**config.mk**
```make
export PLATFORM = sky130hd
export DESIGN_NAME = intel_hex_record_parser_core
export DESIGN_NICKNAME = d
export VERILOG_FILES = /design/src/hdl/ihex_pkg.sv /design/src/hdl/intel_hex_record_parser_core.sv /design/src/hdl/ihex_char_decode.sv /design/src/hdl/ihex_parser.sv
export SDC_FILE = /design/constraint.sdc
export NUM_CORES = 1
export LEC_CHECK = 0
export BUFFER_PORTS_ARGS = -buffer_cell sky130_fd_sc_hd__buf_2
export CAP_MARGIN = 25
export CORE_ASPECT_RATIO = 0.6
export CORE_MARGIN = 2
export CORE_UTILIZATION = 43
export CTS_CLUSTER_SIZE = 20
export DETAILED_ROUTE_END_ITERATION = 6
export GPL_TIMING_DRIVEN = 0
export MAX_ROUTING_LAYER = met4
export PLACE_DENSITY = 0.67
export REMOVE_ABC_BUFFERS = 1
export SLEW_MARGIN = 20
export SYNTH_ARGS = -nofsm -noshare
export SYNTH_HDL_FRONTEND = slang
export SYNTH_SLANG_ARGS = --single-unit
```
**constraint.sdc**
```tcl
create_clock -name clk -period 6.72 [get_ports clk]
set_clock_uncertainty 0.1 [all_clocks]
set_input_delay 0.336 -clock clk [delete_from_list [all_inputs] [get_ports clk]]
set_output_delay 0.336 -clock clk [all_outputs]
set_load 0.02 [all_outputs]
```
**src/hdl/ihex_pkg.sv**
```systemverilog
// shared types and constants for the intel hex record parser
package ihex_pkg;

	// address space of the target image, wrapped and then cut to 16 bits
	localparam int unsigned ADDR_BITS = 16;
	localparam logic [15:0] ADDR_MASK = (ADDR_BITS >= 16) ? 16'hFFFF :
		16'((32'd1 << ADDR_BITS) - 32'd1);

	localparam int unsigned POS_BITS = 10;
	localparam logic [POS_BITS-1:0] POS_MAX = '1;

	// line positions of the header fields
	localparam logic [POS_BITS-1:0] POS_COUNT_END = POS_BITS'(2);
	localparam logic [POS_BITS-1:0] POS_ADDR_END  = POS_BITS'(6);
	localparam logic [POS_BITS-1:0] POS_TYPE_HI   = POS_BITS'(7);
	localparam logic [POS_BITS-1:0] POS_TYPE_LO   = POS_BITS'(8);

	localparam logic [7:0] CHAR_NEWLINE = 8'h0A;
	localparam logic [7:0] CHAR_COLON   = 8'h3A;

	localparam logic [7:0] REC_DATA = 8'h00;
	localparam logic [7:0] REC_EOF  = 8'h01;

	localparam logic KIND_DATA = 1'b0;
	localparam logic KIND_EOF  = 1'b1;

	typedef struct packed {
		logic       is_newline;
		logic       is_colon;
		logic       is_hex;
		logic [3:0] nibble;
	} char_class_t;

	typedef struct packed {
		logic        valid;
		logic        kind;
		logic [15:0] addr;
		logic [7:0]  data;
	} result_t;

endpackage

```
**src/hdl/intel_hex_record_parser_core.sv**
```systemverilog
// intel hex parser top level: input register, parser, result register
// an accepted character beat goes into the input register, and its result beat is registered in the result register
// throughput: one character per cycle while char_stall is low, set by the single pass parser between registers
// a result beat held by result_stall stalls input only when the waiting character has a result
// reset (arst_n low, asynchronous) clears both stage valids and all parser state
module intel_hex_record_parser_core import ihex_pkg::*; (
	input  logic        clk,
	input  logic        arst_n,
	input  logic        char_valid,
	output logic        char_stall,
	input  logic [7:0]  char_in,
	output logic        result_valid,
	input  logic        result_stall,
	output logic        kind,
	output logic [15:0] write_address,
	output logic [7:0]  write_data
);

	// input register stage
	logic [7:0]  char_s1;
	logic        valid_s1;

	char_class_t char_class;
	result_t     result;

	// result register
	logic        out_valid_q;
	logic        kind_q;
	logic [15:0] addr_q;
	logic [7:0]  data_q;

	logic        out_free;
	logic        consume;

	ihex_char_decode u_decode (
		.char_code  (char_s1),
		.char_class (char_class)
	);

	ihex_parser u_parser (
		.clk        (clk),
		.arst_n     (arst_n),
		.advance    (consume),
		.char_class (char_class),
		.result     (result)
	);

	// result slot is free when empty or being taken this cycle
	assign out_free = !out_valid_q || !result_stall;
	// a character with no result never needs the result slot
	assign consume = valid_s1 && (!result.valid || out_free);
	// input stage holds only when its character cannot move on
	assign char_stall = valid_s1 && !consume;

	always_ff @(posedge clk or negedge arst_n) begin
		if (!arst_n) begin
			valid_s1 <= 1'b0;
		end else if (char_valid && !char_stall) begin
			valid_s1 <= 1'b1;
		end else if (consume) begin
			valid_s1 <= 1'b0;
		end
	end

	always_ff @(posedge clk) begin
		if (char_valid && !char_stall) begin
			char_s1 <= char_in;
		end
	end

	always_ff @(posedge clk or negedge arst_n) begin
		if (!arst_n) begin
			out_valid_q <= 1'b0;
		end else if (consume && result.valid) begin
			out_valid_q <= 1'b1;
		end else if (!result_stall) begin
			out_valid_q <= 1'b0;
		end
	end

	// payload only, no reset needed
	always_ff @(posedge clk) begin
		if (consume && result.valid) begin
			kind_q <= result.kind;
			addr_q <= result.addr;
			data_q <= result.data;
		end
	end

	assign result_valid  = out_valid_q;
	assign kind          = kind_q;
	assign write_address = addr_q;
	assign write_data    = data_q;

endmodule

```
**src/hdl/ihex_char_decode.sv**
```systemverilog
// character classifier: newline, colon and hex digit value
module ihex_char_decode import ihex_pkg::*; (
	input  logic [7:0]  char_code,
	output char_class_t char_class
);

	always_comb begin
		char_class            = '0;
		char_class.is_newline = (char_code == CHAR_NEWLINE);
		char_class.is_colon   = (char_code == CHAR_COLON);
		if (char_code >= 8'h30 && char_code <= 8'h39) begin
			char_class.is_hex = 1'b1;
			char_class.nibble = char_code[3:0];
		end else if ((char_code >= 8'h41 && char_code <= 8'h46) ||
			(char_code >= 8'h61 && char_code <= 8'h66)) begin
			// a..f and A..F share the low bits: 1..6 maps to 10..15
			char_class.is_hex = 1'b1;
			char_class.nibble = char_code[3:0] + 4'd9;
		end
	end

endmodule

```
**src/hdl/ihex_parser.sv**
```systemverilog
// record parser state and per character result
module ihex_parser import ihex_pkg::*; (
	input  logic        clk,
	input  logic        arst_n,
	input  logic        advance,
	input  char_class_t char_class,
	output result_t     result
);

	logic [POS_BITS-1:0] pos_q, pos_n;
	logic                skip_q, skip_n;
	logic [7:0]          count_q, count_n;
	logic [15:0]         addr_q, addr_n;
	logic [7:0]          type_q, type_n;
	logic [3:0]          hi_q, hi_n;
	logic [7:0]          idx_q, idx_n;
	logic                done_q, done_n;
	logic [7:0]          type_full;
	logic [7:0]          idx_inc;
	logic [15:0]         addr_sum;

	assign type_full = type_q | {4'h0, char_class.nibble};
	assign idx_inc   = idx_q + 8'd1;
	assign addr_sum  = addr_q + {8'h00, idx_q};

	always_comb begin
		pos_n   = pos_q;
		skip_n  = skip_q;
		count_n = count_q;
		addr_n  = addr_q;
		type_n  = type_q;
		hi_n    = hi_q;
		idx_n   = idx_q;
		done_n  = done_q;
		result  = '0;
		if (!done_q) begin
			if (char_class.is_newline) begin
				pos_n  = '0;
				skip_n = 1'b0;
				hi_n   = '0;
				idx_n  = '0;
			end else begin
				if (pos_q != POS_MAX) begin
					pos_n = pos_q + POS_BITS'(1);
				end
				if (!skip_q) begin
					if (pos_q == '0) begin
						skip_n  = !char_class.is_colon;
						count_n = '0;
						addr_n  = '0;
						type_n  = '0;
						idx_n   = '0;
					end else if (!char_class.is_hex) begin
						skip_n = 1'b1;
					end else if (pos_q <= POS_COUNT_END) begin
						count_n = {count_q[3:0], char_class.nibble};
					end else if (pos_q <= POS_ADDR_END) begin
						addr_n = {addr_q[11:0], char_class.nibble};
					end else if (pos_q == POS_TYPE_HI) begin
						type_n = {char_class.nibble, 4'h0};
					end else if (pos_q == POS_TYPE_LO) begin
						type_n = type_full;
						if (type_full == REC_EOF) begin
							done_n       = 1'b1;
							result.valid = 1'b1;
							result.kind  = KIND_EOF;
						end else if (type_full != REC_DATA || count_q == 8'h00) begin
							skip_n = 1'b1;
						end
					end else if (pos_q[0]) begin
						// odd position: first digit of a data byte
						hi_n = char_class.nibble;
					end else begin
						idx_n        = idx_inc;
						skip_n       = (idx_inc >= count_q);
						result.valid = 1'b1;
						result.kind  = KIND_DATA;
						result.addr  = addr_sum & ADDR_MASK;
						result.data  = {hi_q, char_class.nibble};
					end
				end
			end
		end
	end

	always_ff @(posedge clk or negedge arst_n) begin
		if (!arst_n) begin
			pos_q   <= '0;
			skip_q  <= 1'b0;
			count_q <= '0;
			addr_q  <= '0;
			type_q  <= '0;
			hi_q    <= '0;
			idx_q   <= '0;
			done_q  <= 1'b0;
		end else if (advance) begin
			pos_q   <= pos_n;
			skip_q  <= skip_n;
			count_q <= count_n;
			addr_q  <= addr_n;
			type_q  <= type_n;
			hi_q    <= hi_n;
			idx_q   <= idx_n;
			done_q  <= done_n;
		end
	end

endmodule

```
==> flow_summary.toml, run 1 <==
[timing]
fmax_mhz = 245
hold_viol_final = 0
fin_ws_ps = 2650
rsz0062_at_grt = "no"
layout_min_cycle_time_ps = 4070
max_slew.worst_pin.slew_ps = 963
setup_tns_ps = 0
max_slew_margin_pct = 35.6
final_max_slew_viol_count = 0
timing.final.crit_share_pct = 60.6
setup_viol = 0

[power_and_ir_drop]
p_switching_uw = 433
p_clk_share_pct = 34.2
powerDensity_mw_per_mm2 = 242
p_leak_nw = 2.40
vdd_ir_drop_max_uv = 133
seqPwrFrac_pct = 47.6
comb_power_share_pct = 18.2
p_sw_share_pct = 31.4
intPower_uw = 946

[synthesis]
synth_compound_area_share_pct = 14.8
ys_async_sr_fraction_pct = 63.7
yosysUniqueCellTypes = 70
syn_area_mm2 = 0.00505
ys.flop_type = "dfrtp_1"
synth_warnings = 0
synthXorXnorAreaFrac_pct = 3.12
yosysSeqAreaShare_pct = 48.3
synthMuxAreaShare_pct = 2.95
synthAdderAreaFrac_pct = 6.34
synth_top_family_by_area = "simple AND/OR/NAND/NOR gates"
synth_edf_count = 33
syn_area_per_cell_um2 = 9.97
ys_ff_latch = 91
netlist_instances = 507
synth_simple_gate_area_share_pct = 20.7

[placement]
routabilityCongestion = 0.920
placed_cells_incl_taps = 687
io_buffer_count = 38
hpwl_um = 8050
dp_slack_ps = 3010

[min_path]
hold_path_class = "in -> reg"
holdCritStartpoint = "char_in[4]"

[clocking]
cts_buffer_depth = 2
cts_resized = 0
clk_latency_ps = 340
path_clk_slew_ps = 70
cts_root_buffer = "clkbuf_16"
cts_tree = "built"
cts_buffers = 9
ctsHoldBuffers = 1
cts.sinks = 91
h-tree-depth = 3
post_cts_buffers = 0

[final_layout]
area_delta_synth_final_pct = 12.5
fill_cells = 1036
diodes = 0
drive_gt1_share_pct = 14.1
nets = 577
layout.area.seq_mm2 = 0.00244
multi_input_area_mm2 = 0.00243
finalNonFillerCells = 705

[die]
start_util_pct = 44.4
die_y_um = 88.0
coreArea_mm2 = 0.0114
rows = 30
die_x_um = 144
ios = 39
die_area_mm2 = 0.0127

[worst_setup_path]
path_class = "reg -> out"
startpoint_type = "register"
critPathCaptureType = "primary output"
cp.required_ps = 6280
worstReg2RegStart = "u_parser.pos_q[0]"
crit_start = "char_s1[0]"
cp.arrival_ps = 3640
cp_max_fo = 8

[global_routing]
grt_max_degree = 59
grt-ovfl-total = 0
grt_util_all_layers_pct = 19.9
antenna_found_initial = 0
grt_pass1_vias = 3732
grt_pass1_wl_um = 18800

[flow_run]
drv_cap = 0

[route]
vias = 3954
postRouteAntennaNets = 0
drt_first_pass_iters = 5
drtIter0Drc = 343
detail_route.wl_per_cell_um = 16.0
route.detailed.drc = 0
finalWirelength_um = 11300
vias_per_cell = 5.61

[run_status]
status = "finished, final reports clean"
-- critical path, stage by stage (launching register included) --
cell	delay (ps)
edfxtp_1	550
inv_1	140
ha_1	230
nor2b_1	170
o211ai_1	170
a32oi_1	670
nand4_1	280
o31a_1	430
nand3b_1	270
nor2_1	190
buf_2	190
-- power by group through the flow --
stage / combinational [mW] / clock (mW) / sequential, mW
CTS: 0.247 / 0.481 / 0.654
global placement: 0.240 / 0 / 0.663
finish: 0.252 / 0.471 / 0.656
global route: 0.285 / 0.505 / 0.664
detailed placement: 0.245 / 0 / 0.666
floorplan: 0.184 / 0 / 0.651
-- state kept, by name, indices dropped and copies added, names as in the netlist --
register          count
kind                  1
write_data            8
u_parser.done_q       1
u_parser.pos_q       10
u_parser.addr_q      16
u_parser.skip_q       1
result_valid          1
valid_s1              1
u_parser.type_q       8
u_parser.hi_q         4
write_address        16
u_parser.count_q      8
char_s1               8
u_parser.idx_q        8
-- placed cells by master (no fill, tap or decap), types with 6 or more instances in the layout --
master and count:
xor2_1 9, mux2i_1 7, nor2b_1 10, mux2_2 6, nor4_1 6, buf_2 37, clkbuf_16 9, a21o_1 6
o21ai_0 37, ha_1 24, nand3_1 19, nor3_1 16, and3_1 11, nor2_1 46, nand2b_1 6, dfrtp_1 58
xnor2_1 9, inv_1 25, a21oi_1 22, nand2_1 52, edfxtp_1 33, nand4_1 10
-- per-layer routing --
metal  up-vias  GRT usage [%]  wire, µm
li1       1888              -         -
met1      1925           27.2      5710
met2       124           28.7      4640
met3        17           5.69       768
met4         0           6.24       141
met5         -              -         0
-- worst paths after layout --
kind,to,slack (ps),cells after the start
max,char_stall,2650,10
min,char_s1[4],60,1
max reg2reg,u_parser.type_q[7],2900,9
min reg2reg,u_parser.hi_q[1],390,1
max in group asynchronous,u_parser.count_q[5],5520,2
min in group asynchronous,u_parser.addr_q[12],490,2
-- metrics by stage --
| step | hold WS (ps) | power, mW | util (%) | area [µm²] |
|---|---|---|---|---|
| after floorplan | -59.6 | 0.835 | - | 4960 |
| after global placement | 371 | 0.903 | 47.0 | 5350 |
| after detailed placement | 356 | 0.910 | 47.4 | 5390 |
| after CTS | 55.9 | 1.38 | 49.9 | 5680 |
| after global routing | 48.9 | 1.45 | 50.0 | 5690 |
| final | 62.6 | 1.38 | 50.0 | 5690 |
-- synth_stat cells, drive strengths merged (10+ instances only) --
master  number  area share [%]
nand4       12             1.9
a21oi       25             2.8
ha          24             5.9
nor3        16             1.6
nand2       53             4.0
clkbuf      14             1.1
o21ai       41             4.4
nor2b       10             1.2
nor2        46             3.4
and3        11             1.4
nand3       20             2.1
edfxtp      33              20
inv         25             1.9
dfrtp       58              29
-- cell families (layout without fill, tap and decap cells) --
family / count (synthesis) / after routing
compound gates: 112 / 112
xor+xnor: 18 / 18
fa+ha+maj: 25 / 25
buf+inv: 44 / 82
flops: 91 / 91
mux: 14 / 14
simple gates: 203 / 203
-- cell type report --
type | count | area share (%)
tap | 160 | 3.52
multi-input combinational | 372 | 42.8
clock inverter | 7 | 0.880
inverter | 25 | 1.65
clock buffer | 9 | 3.96
timing repair buffer | 41 | 4.25
sequential | 91 | 42.9
No activity file was read; power rests on OpenSTA's default activity.
==> inputs of run 2 (changes only) <==
Clock period 6.72 ns to 3.8 ns, I/O delays scaled along.
==> run 2 against run 1 <==
Global-route usage rose by 0.12 points. Worst setup slack got worse by 2500 ps. Sequential power rose by 77%. Wire length rose by 1.6%. Sequential cell count did not move. Critical endpoint unchanged. Largest cell class is now multi-input combinational cells.
==> flow_summary.toml, run 2 (synthesis results as in run 1) <==
[clocking]
h-tree-depth = 3
cts.sinks = 91
cts_root_buffer = "clkbuf_16"
clk_latency_ps = 340
cts_tree = "built"
cts_buffers = 9
path_clk_slew_ps = 60
cts_buffer_depth = 2

[die]
die_area_mm2 = 0.0127
coreArea_mm2 = 0.0114
start_util_pct = 44.4
die_y_um = 88.0
die_x_um = 144
ios = 39
rows = 30

[timing]
setup_tns_ps = 0
fmax_mhz = 273
rsz0062_at_grt = "yes"
layout_min_cycle_time_ps = 3660
timing.final.crit_share_pct = 96.3
max_slew_margin_pct = 42.1
setup_viol = 0
max_slew.worst_pin.slew_ps = 866
hold_viol_final = 0
final_max_slew_viol_count = 0

[global_routing]
grt_max_degree = 59
grt_util_all_layers_pct = 20.0
grt_pass1_wl_um = 18900
grt-ovfl-total = 0
antenna_found_initial = 0
grt_pass1_vias = 3759

[placement]
routabilityCongestion = 0.920
hpwl_um = 8050
io_buffer_count = 38
dpl_cell_area_mm2 = 0.00539
placed_cells_incl_taps = 687

[route]
vias = 3977
route.detailed.drc = 0
detail_route.wl_per_cell_um = 16.0
finalWirelength_um = 11400
drt_first_pass_iters = 4
postRouteAntennaNets = 0
drtIter0Drc = 299
vias_per_cell = 5.55

[final_layout]
nets = 588
final_common_cell = "dfrtp_1"
area_delta_synth_final_pct = 15.5
stdcell_area_mm2 = 0.00584
drive_gt1_share_pct = 14.9
finalNonFillerCells = 716
final_util_pct = 51.3
fill_cells = 1013
diodes = 0
mostFrequentLayoutCells = "dfrtp_1, nand2_1, nor2_1, o21ai_0, buf_2"

[power_and_ir_drop]
powerDensity_mw_per_mm2 = 421
vdd_ir_drop_max_uv = 244
power_mw = 2.46
p_leak_nw = 2.44

[worst_setup_path]
startpoint_type = "register"
cp_slowest_cell = "edfxtp_1"
path_class = "reg -> out"
critPathCaptureType = "primary output"
cp.arrival_ps = 3370
worstPathBufferInverterCount = 2
cpPeakStageDelay_ps = 570
cp.required_ps = 3510
path_delay_family = "simple AND/OR/NAND/NOR gates"
cp_cell_sequence = "inv_1, ha_1, nor2_1, nor4b_1, nor3_1, a21oi_1, o31a_1, nand3b_1, nor2_1, buf_2"
worst_path_most_repeated_cell = "nor2_1"
cp_max_fo = 8

[flow_run]
drv_cap = 0

[run_status]
status = "finished, final reports clean"

[min_path]
hold_path_class = "in -> reg"
run 2: where the power goes:
group          switching (mW)  internal [mW]
combinational           0.294          0.172
clock                   0.383          0.445
sequential             0.0959           1.07
run 2: path summary, 6_finish.rpt:
kind | startpoint | endpoint | slack [ps] | cells after the start
max | char_s1[1] | char_stall | 140 | 10
min | result_stall | result_valid | 70 | 3
max reg2reg | char_s1[1] | u_parser.idx_q[4] | 310 | 10
min reg2reg | u_parser.hi_q[1] | u_parser.hi_q[1] | 390 | 1
max in group asynchronous | arst_n | u_parser.idx_q[4] | 2740 | 2
min in group asynchronous | arst_n | u_parser.addr_q[12] | 340 | 2
run 2: per-stage QoR:
stage               setup slack, ps  hold WS [ps]
floorplan                      -160          -206
global placement              -1240           269
detailed placement             86.9           210
CTS                            88.7          56.0
global route                  -52.0          93.5
finish                          142          68.0
run 2: tightest hold or removal path: cells and delay by family:
family / cells / cell delay [ps]
buf+inv: 1 / 130
simple gates: 2 / 150
run 2: area by class of cell:
cell class | instances | area (µm²) | area share [%]
clock inverter | 7 | 50.0 | 0.857
clock buffer | 9 | 225 | 3.86
timing repair buffer | 52 | 347 | 5.94
inverter | 25 | 93.8 | 1.61
sequential | 91 | 2440 | 41.8
tap | 160 | 200 | 3.43
multi-input combinational | 372 | 2480 | 42.5
run 2: layer usage:
layer,vias up,wire length [µm],global-route usage (%)
met5,-,0,-
met4,0,116,6.15
met3,12,898,5.63
met2,131,4830,29.0
met1,1919,5600,27.3
li1,1915,-,-
run 2: repair_timing:
item / in CTS / in global routing
buffers inserted: 0 / 2
setup endpoints to repair: 1 / 33
hold buffers: 10 / 0
endpoints found under the hold margin: 67 / 0
pin swaps: 0 / 1
resized for setup: 1 / 6
